File: config.mk
export PLATFORM = sky130hd
export DESIGN_NAME = char_lcd_nibble_writer_core
export DESIGN_NICKNAME = d
export VERILOG_FILES = /design/src/sv/clnw_pkg.sv /design/src/sv/clnw_front.sv /design/src/sv/clnw_queue.sv /design/src/sv/clnw_back.sv /design/src/sv/char_lcd_nibble_writer_core.sv
export SDC_FILE = /design/constraint.sdc
export NUM_CORES = 1
export LEC_CHECK = 0
export BUFFER_PORTS_ARGS = -buffer_cell sky130_fd_sc_hd__buf_2
export CAP_MARGIN = 30
export CORE_MARGIN = 8
export CORE_UTILIZATION = 65
export CTS_CLUSTER_SIZE = 28
export DETAILED_ROUTE_END_ITERATION = 6
export PLACE_DENSITY_LB_ADDON = 0.12
export SETUP_SLACK_MARGIN = 0.02
export SYNTH_ARGS = -nofsm -noshare
export SYNTH_HDL_FRONTEND = slang
export SYNTH_SLANG_ARGS = --single-unit
File: constraint.sdc
create_clock -name i_clk -period 6.34 [get_ports i_clk]
set_clock_uncertainty 0.2 [all_clocks]
set_input_delay 0.317 -clock i_clk [delete_from_list [all_inputs] [get_ports i_clk]]
set_output_delay 0.317 -clock i_clk [all_outputs]
set_load 0.02 [all_outputs]
File: src/sv/clnw_pkg.sv
// Shared types, constants and encoding functions for the character-LCD nibble writer.
package clnw_pkg;

    localparam int unsigned DIGITS    = 3;
    localparam int unsigned MAX_XFERS = 12;
    localparam int unsigned CNT_W     = $clog2(MAX_XFERS + 1);
    localparam int unsigned FQ_DEPTH  = 4;
    localparam int unsigned FQ_AW     = $clog2(FQ_DEPTH);

    localparam logic [7:0] INS_CLEAR   = 8'h01;
    localparam logic [7:0] INS_LINE2   = 8'hC0;
    localparam logic [7:0] INS_CUR_OFF = 8'h0C;
    localparam logic [7:0] CHR_DOT     = 8'h2E;
    localparam logic [4:0] CELL_BIN    = 5'd21;
    localparam logic [4:0] CELL_DEC    = 5'd20;

    typedef enum logic [2:0] {
        CMD_CHAR    = 3'd0,
        CMD_CELL    = 3'd1,
        CMD_CLEAR   = 3'd2,
        CMD_INIT    = 3'd3,
        CMD_NEWLINE = 3'd4,
        CMD_CUR_OFF = 3'd5,
        CMD_BINARY  = 3'd6,
        CMD_DECIMAL = 3'd7
    } t_cmd;

    typedef struct packed {
        logic [2:0] cmd;
        logic [7:0] char_code;
        logic [4:0] cell_req;
        logic [7:0] number;
    } t_in;

    typedef struct packed {
        logic       reg_select;
        logic [3:0] nibble;
        logic       last;
    } t_out;

    // one queued bus byte; single sends only the low nibble
    typedef struct packed {
        logic       rs;
        logic [7:0] data;
        logic       single;
        logic       last;
    } t_xfer;

    function automatic logic [7:0] cell_code(input logic [4:0] idx);
        return {1'b1, idx[4], 2'b00, idx[3:0]};
    endfunction

    function automatic logic [7:0] map_char(input logic [7:0] c);
        case (c) inside
            [8'h30:8'h3A], 8'h2D, 8'h2E, 8'h20,
            8'h41, 8'h46, 8'h48, 8'h4B, 8'h4D, 8'h50, 8'h53, 8'h54,
            8'h62, 8'h64, 8'h67, 8'h6F, 8'h73, 8'h7A: return c;
            default: return 8'h00;
        endcase
    endfunction

    function automatic logic [3:0] init_nib(input logic [CNT_W-1:0] idx);
        case (idx)
            CNT_W'(0): return 4'h2;
            CNT_W'(1): return 4'h2;
            CNT_W'(2): return 4'h8;
            CNT_W'(3): return 4'h0;
            CNT_W'(4): return 4'hE;
            CNT_W'(5): return 4'h0;
            CNT_W'(6): return 4'h6;
            default:   return 4'h0;
        endcase
    endfunction

    // binary display: b7 b6 . b5 b4 . b3 b2 . b1 b0
    function automatic logic [7:0] bin_char(input logic [CNT_W-1:0] j, input logic [7:0] num);
        case (j)
            CNT_W'(0):  return {7'b0011000, num[7]};
            CNT_W'(1):  return {7'b0011000, num[6]};
            CNT_W'(3):  return {7'b0011000, num[5]};
            CNT_W'(4):  return {7'b0011000, num[4]};
            CNT_W'(6):  return {7'b0011000, num[3]};
            CNT_W'(7):  return {7'b0011000, num[2]};
            CNT_W'(9):  return {7'b0011000, num[1]};
            CNT_W'(10): return {7'b0011000, num[0]};
            default:    return CHR_DOT;
        endcase
    endfunction

    function automatic logic [CNT_W-1:0] xfer_count(input logic [2:0] cmd);
        case (cmd)
            CMD_INIT:    return CNT_W'(7);
            CMD_BINARY:  return CNT_W'(12);
            CMD_DECIMAL: return CNT_W'(DIGITS + 1);
            default:     return CNT_W'(1);
        endcase
    endfunction

endpackage

File: src/sv/clnw_front.sv
// Request front end: latches a request and issues its bus bytes into the queue.
module clnw_front (
    input  logic                i_clk,
    input  logic                i_rst_n,
    input  logic                push,
    input  clnw_pkg::t_in       i_item,
    output logic                full,
    output logic                o_q_push,
    output clnw_pkg::t_xfer     o_q_data,
    input  logic                i_q_full
);
    import clnw_pkg::*;

    logic             r_busy;
    logic [CNT_W-1:0] r_idx;
    logic [CNT_W-1:0] r_count;
    t_in              r_req;
    logic [2:0][3:0]  r_dig;

    logic [6:0]       rem100;
    logic [1:0]       hund;
    logic [3:0]       tens;
    logic [3:0]       units;
    logic [CNT_W-1:0] j;
    logic [CNT_W-1:0] p;
    logic [3:0]       dig;
    t_xfer            xfer;

    // decimal digits by constant compare and subtract
    always_comb begin
        if (i_item.number >= 8'd200) begin
            hund   = 2'd2;
            rem100 = 7'(i_item.number - 8'd200);
        end else if (i_item.number >= 8'd100) begin
            hund   = 2'd1;
            rem100 = 7'(i_item.number - 8'd100);
        end else begin
            hund   = 2'd0;
            rem100 = i_item.number[6:0];
        end
        if      (rem100 >= 7'd90) tens = 4'd9;
        else if (rem100 >= 7'd80) tens = 4'd8;
        else if (rem100 >= 7'd70) tens = 4'd7;
        else if (rem100 >= 7'd60) tens = 4'd6;
        else if (rem100 >= 7'd50) tens = 4'd5;
        else if (rem100 >= 7'd40) tens = 4'd4;
        else if (rem100 >= 7'd30) tens = 4'd3;
        else if (rem100 >= 7'd20) tens = 4'd2;
        else if (rem100 >= 7'd10) tens = 4'd1;
        else                      tens = 4'd0;
        units = 4'(rem100 - 7'(tens) * 7'd10);
    end

    always_comb begin
        j   = r_idx - CNT_W'(1);
        p   = CNT_W'(DIGITS) - r_idx;
        dig = (p < CNT_W'(3)) ? r_dig[p[1:0]] : 4'd0;
        xfer.rs     = 1'b0;
        xfer.data   = 8'h00;
        xfer.single = 1'b0;
        xfer.last   = (r_idx == r_count - CNT_W'(1));
        case (r_req.cmd)
            CMD_CHAR: begin
                xfer.rs   = 1'b1;
                xfer.data = map_char(r_req.char_code);
            end
            CMD_CELL:    xfer.data = cell_code(r_req.cell_req);
            CMD_CLEAR:   xfer.data = INS_CLEAR;
            CMD_INIT: begin
                xfer.data   = {4'h0, init_nib(r_idx)};
                xfer.single = 1'b1;
            end
            CMD_NEWLINE: xfer.data = INS_LINE2;
            CMD_CUR_OFF: xfer.data = INS_CUR_OFF;
            CMD_BINARY: begin
                if (r_idx == '0) begin
                    xfer.data = cell_code(CELL_BIN);
                end else begin
                    xfer.rs   = 1'b1;
                    xfer.data = bin_char(j, r_req.number);
                end
            end
            default: begin
                if (r_idx == '0) begin
                    xfer.data = cell_code(CELL_DEC);
                end else begin
                    xfer.rs   = 1'b1;
                    xfer.data = {4'h3, dig};
                end
            end
        endcase
    end

    always_ff @(posedge i_clk) begin
        if (!i_rst_n) begin
            r_busy <= 1'b0;
            r_idx  <= '0;
        end else if (!r_busy) begin
            if (push) begin
                r_busy  <= 1'b1;
                r_idx   <= '0;
                r_req   <= i_item;
                r_count <= xfer_count(i_item.cmd);
                r_dig   <= {{2'b00, hund}, tens, units};
            end
        end else if (!i_q_full) begin
            if (xfer.last) begin
                r_busy <= 1'b0;
            end else begin
                r_idx <= r_idx + CNT_W'(1);
            end
        end
    end

    assign full     = r_busy;
    assign o_q_push = r_busy && !i_q_full;
    assign o_q_data = xfer;

endmodule

File: src/sv/clnw_queue.sv
// Short transfer queue between the front end and the bus back end.
module clnw_queue (
    input  logic            i_clk,
    input  logic            i_rst_n,
    input  logic            i_push,
    input  clnw_pkg::t_xfer i_data,
    output logic            o_full,
    input  logic            i_pop,
    output clnw_pkg::t_xfer o_data,
    output logic            o_empty
);
    import clnw_pkg::*;

    t_xfer            r_mem [FQ_DEPTH];
    logic [FQ_AW-1:0] r_wp;
    logic [FQ_AW-1:0] r_rp;
    logic [FQ_AW:0]   r_cnt;

    always_ff @(posedge i_clk) begin
        if (!i_rst_n) begin
            r_wp  <= '0;
            r_rp  <= '0;
            r_cnt <= '0;
        end else begin
            if (i_push) begin
                r_mem[r_wp] <= i_data;
                r_wp        <= r_wp + FQ_AW'(1);
            end
            if (i_pop) begin
                r_rp <= r_rp + FQ_AW'(1);
            end
            r_cnt <= r_cnt + (FQ_AW+1)'(i_push) - (FQ_AW+1)'(i_pop);
        end
    end

    assign o_data  = r_mem[r_rp];
    assign o_empty = (r_cnt == '0);
    assign o_full  = (r_cnt == (FQ_AW+1)'(FQ_DEPTH));

endmodule

File: src/sv/clnw_back.sv
// Bus back end: splits queued bytes into nibbles, high first, into the output register.
module clnw_back (
    input  logic            i_clk,
    input  logic            i_rst_n,
    input  clnw_pkg::t_xfer i_q_data,
    input  logic            i_q_empty,
    output logic            o_q_pop,
    output logic            empty,
    input  logic            pop,
    output clnw_pkg::t_out  o_item
);
    import clnw_pkg::*;

    logic r_valid;
    logic r_hi_done;
    t_out r_out;
    logic load;
    logic send_low;

    assign load     = (!r_valid || pop) && !i_q_empty;
    assign send_low = i_q_data.single || r_hi_done;
    assign o_q_pop  = load && send_low;

    always_ff @(posedge i_clk) begin
        if (!i_rst_n) begin
            r_valid   <= 1'b0;
            r_hi_done <= 1'b0;
        end else if (load) begin
            r_valid <= 1'b1;
            r_out.reg_select <= i_q_data.rs;
            if (send_low) begin
                r_out.nibble <= i_q_data.data[3:0];
                r_out.last   <= i_q_data.last;
                r_hi_done    <= 1'b0;
            end else begin
                r_out.nibble <= i_q_data.data[7:4];
                r_out.last   <= 1'b0;
                r_hi_done    <= 1'b1;
            end
        end else if (pop) begin
            r_valid <= 1'b0;
        end
    end

    assign empty  = !r_valid;
    assign o_item = r_out;

endmodule

File: src/sv/char_lcd_nibble_writer_core.sv
// Top level of the character-LCD nibble writer.
// Usage:
//   Requests enter through a queue-style port: an item is taken at a clock
//   edge with push high and full low. Each request yields 2 to 24 bus
//   transfers (register select, nibble, last), high nibble of each byte
//   first (init nibbles are sent alone); last marks the final transfer of a request.
//   Transfers leave through a queue-style port: the oldest one is on o_item
//   while empty is low and is taken at an edge with pop high.
// Timing:
//   The front end issues one byte (or init nibble) per cycle into a 4-entry queue
//   while it is not full; the back end sends one nibble per cycle through its
//   output register while pop is high and the queue is not empty. The first
//   transfer passes through the front end, the queue and the output register.
//   A request holds full high until its queue entries (1, 7, 12 or DIGITS+1)
//   are all issued, queue stalls included; sustained rate is one nibble per cycle.
// Reset (synchronous, i_rst_n low) empties the queue and output register.
// When the receiver stalls, the output register holds, the queue fills and
// full stays high until the front end can finish issuing.
module char_lcd_nibble_writer_core (
    input  logic           i_clk,
    input  logic           i_rst_n,
    input  logic           push,
    input  clnw_pkg::t_in  i_item,
    output logic           full,
    output logic           empty,
    input  logic           pop,
    output clnw_pkg::t_out o_item
);
    import clnw_pkg::*;

    logic  q_push;
    logic  q_full;
    logic  q_pop;
    logic  q_empty;
    t_xfer q_in;
    t_xfer q_out;

    clnw_front u_front (
        .i_clk    (i_clk),
        .i_rst_n  (i_rst_n),
        .push     (push),
        .i_item   (i_item),
        .full     (full),
        .o_q_push (q_push),
        .o_q_data (q_in),
        .i_q_full (q_full)
    );

    clnw_queue u_queue (
        .i_clk   (i_clk),
        .i_rst_n (i_rst_n),
        .i_push  (q_push),
        .i_data  (q_in),
        .o_full  (q_full),
        .i_pop   (q_pop),
        .o_data  (q_out),
        .o_empty (q_empty)
    );

    clnw_back u_back (
        .i_clk     (i_clk),
        .i_rst_n   (i_rst_n),
        .i_q_data  (q_out),
        .i_q_empty (q_empty),
        .o_q_pop   (q_pop),
        .empty     (empty),
        .pop       (pop),
        .o_item    (o_item)
    );

    a_no_push_full: assert property (@(posedge i_clk) disable iff (!i_rst_n)
        !(q_push && q_full)) else $error("queue written while full");

    a_no_pop_empty: assert property (@(posedge i_clk) disable iff (!i_rst_n)
        !(q_pop && q_empty)) else $error("queue read while empty");

    a_busy_after_accept: assert property (@(posedge i_clk) disable iff (!i_rst_n)
        (push && !full) |=> full) else $error("front end idle after accept");

    a_reset_empty: assert property (@(posedge i_clk)
        !i_rst_n |=> (empty && !full)) else $error("not empty after reset");

endmodule
==> results.ini <==
[pwr]
internal_power_mw = 1.13
power_frac_seq_pct = 53.6
p_sw_uw = 464
power.density_nw_per_um2 = 277
clock_power_share_pct = 23.8
switching_share_pct = 29.1
power_leakage_nw = 2.07
comb_power_share_pct = 22.7
ir_worst_vdd_mv = 0.157

[sta]
setup_tns_ns = 0
worst_slew_pin_slew_ns = 0.956
worst_slack_ns = 1.95
fin_crit_ns = 4.39
relSlewSlack_pct = 36.1
hold_viol = 0
setup_violations = 0
max_freq_mhz = 228
finalCritPeriodShare_pct = 69.2
rsz0062_at_grt = no
maxSlewViolCount = 0

[drt]
num_vias = 3391
dr.first_iter.drc_count = 200
wl_per_cell_um = 17.3
viasPerCell = 5.96
finalWirelength_mm = 9.82
drc_errors = 0
antenna_left = 0
firstDrtPassIters = 4

[setup_path]
crit_slowest_cell = dlygate4sd3_1
cpMostUsedCell = xnor2_1
reg2reg_slack_ns = 2.44
startpoint = i_item[3]
worstPathArrival_ns = 4.31
slowest_delay_ns = 0.54
cp_data_required_time_ns = 6.27
path_cells = dlygate4sd3_1 > buf_2 > inv_1 > ha_1 > nand2b_1 > o31ai_2 > o31a_1 > xor2_1 > nor4b_1 > or4_4 > a22oi_4 > ha_1 > fa_1 > xnor2_1 > xnor2_1 > xnor2_1
worst_r2r_endpoint = u_queue.r_cnt[2]
crit_end = u_front.r_dig[3]
crit_fanout = 8
reg2reg_depth = 11
critPathCaptureType = flip-flop
start_kind = input port
critPathKind = input port to flip-flop

[cts]
clk_pin_slew_worst_paths_ns = 0.10
cts-resized-gates = 0
root_buffer = clkbuf_8
cts_buffers = 9
cts.sinks = 103
htreeDepth = 3
clkLatencyLatePin_ns = 0.37
postCtsSetupBuffers = 0
clock_path_buffers = 2
cts_tree = built

[place]
dpl.hpwl_mm = 6.78
gp_congestion = 0.891
io_buffers = 35
detailedPlace.worstSlack_ns = 2.18

[yosys]
synth-compound-area-share_pct = 11.5
synth-seq-cells = 103
netlist_area_um2 = 5150
synth.distinct_cells = 69
synthSimpleGateAreaFrac_pct = 11.9
syn_nets = 462
netlist_instances = 415
synthArstFlopShare_pct = 0
ys_warn_count = 0
synthAdderAreaFrac_pct = 5.10
synthMuxAreaShare_pct = 7.24
ys_seq_area_share_pct = 57.0
synth_top_family_by_area = simple AND/OR/NAND/NOR gates
synth_xor_area_share_pct = 3.57
synth_area_per_cell_um2 = 12.4
synth_top_flop_cell = edfxtp_1
synth-edff-count = 87

[job]
drv_cap = 0

[floorplanning]
coreArea_um2 = 7690
initial_utilization_pct = 67.0
die_w_um = 105
rows = 32
io_pins = 36
die_h_um = 105
die_area_um2 = 11000

[cells_and_area]
n_antenna_cell = 0
utilization_pct = 74.9
nets = 509
drive_above_1_share_pct = 16.7
area_growth_pct = 11.8

[global_route]
grt_overflow_total = 0
grt_antenna_before_repair = 0
grt_max_degree = 38
grt_pass1_vias = 3405
grt_first_pass_wirelength_mm = 16.1
track_usage_pct = 18.2

[worst_hold_path]
hp-class = input port to flip-flop
min-delay-start = push

[status]
outcome = completed

## critical path: cells and delay by family
family	cells	cell delay, ns
AO/OA/AOI/OAI	3	0.94
buffers and inverters	3	0.88
AND/OR/NAND/NOR	3	0.79
XOR/XNOR	4	0.79
adder cells (fa/ha/maj)	3	0.59
## cells in the mapped netlist, drive strengths merged, types with 5 or more instances
master / count / share of area (%)
and3: 5 / 0.61
ha: 17 / 4.1
nand2: 17 / 1.2
a31oi: 5 / 0.61
inv: 30 / 2.2
o21ai: 14 / 1.4
o22ai: 5 / 0.61
xnor2: 17 / 2.9
nor3: 11 / 1.1
clkbuf: 16 / 1.2
a21oi: 20 / 1.9
nand3: 8 / 0.78
edfxtp: 87 / 51
nand2b: 9 / 1.1
mux2i: 8 / 1.6
mux4: 11 / 4.8
dfxtp: 16 / 6.2
nor2: 34 / 2.5
nor3b: 5 / 0.73
## cell families (layout without fill, tap and decap cells)
family	count (synthesis)	in the layout
AND/OR/NAND/NOR	116	116
flip-flops	103	103
AO/OA/AOI/OAI	83	83
buffers and inverters	49	101
multiplexers	23	23
XOR/XNOR	21	21
adder cells (fa/ha/maj)	20	20
## final cells by class
type | instances | area, µm²
inverter | 30 | 113
fill | 513 | 1930
clock inverter | 6 | 55.1
sequential | 103 | 2930
clock buffer | 10 | 128
tap | 102 | 128
timing repair buffer | 55 | 370
multi-input combinational | 263 | 2030
## routing by layer
metal / wire (µm) / GRT usage [%] / up-vias
met4: 235 / 8.46 / 0
li1: - / - / 1646
met5: 0 / 0 / -
met2: 5100 / 32.3 / 97
met1: 4010 / 20.1 / 1624
met3: 467 / 4.30 / 24
## placed cells by master, fill, tap and decap left out, types with 5 or more instances in the layout
cell,n
edfxtp_1,87
buf_2,36
nor2_1,33
inv_1,29
a21oi_1,20
dlygate4sd3_1,19
nand2_1,17
xnor2_1,17
ha_1,17
dfxtp_1,16
o21ai_0,13
nor3_1,11
mux4_2,11
nand2b_1,9
clkbuf_8,9
nand3_1,8
mux2i_1,8
o22ai_1,5
nor3b_1,5
a31oi_1,5
and3_1,5
## timing repair
item,in CTS,in global routing
hold endpoints to repair,19,0
hold buffers,19,0
endpoints found under the setup margin,0,0
## per-stage QoR
step	std cells	area (µm²)	hold WS, ns	total power, mW
2_1_floorplan	415	5150	0.216	1.14
5_1_grt	569	5760	0.0250	1.68
6_report	569	5760	0.0331	1.59
3_5_place_dp	534	5390	0.295	1.22
4_1_cts	569	5760	0.0174	1.60
3_3_place_gp	533	5380	0.286	1.20
## power groups by stage
stage	Clock (mW)	Sequential [mW]	Combinational (mW)
6_report	0.379	0.854	0.361
5_1_grt	0.410	0.863	0.403
4_1_cts	0.384	0.856	0.364
3_5_place_dp	0	0.872	0.353
3_3_place_gp	0	0.868	0.336
2_1_floorplan	0	0.855	0.280
## sequential cells by signal (all words and copies together), names as in the netlist, named ones only
register / cells
u_queue.r_mem: 44
u_front.r_req: 23
u_front.r_dig: 10
u_back.o_item: 6
u_front.r_count: 4
u_front.r_idx: 4
u_queue.r_cnt: 3
u_queue.r_rp: 2
u_queue.r_wp: 2
u_back.r_hi_done: 1
u_back.r_valid: 1
u_front.full: 1
## worst min-delay path by stage
stage / end / slack, ns / depth (start not counted)
floorplan: u_front.r_dig[0] / 0.22 / 0
global placement: u_back.r_valid / 0.29 / 2
detailed placement: u_front.r_req[9] / 0.30 / 1
CTS: u_front.full / 0.02 / 3
global route: u_queue.r_cnt[0] / 0.03 / 2
finish: u_front.full / 0.03 / 3
(Power assumes the default switching activity.)
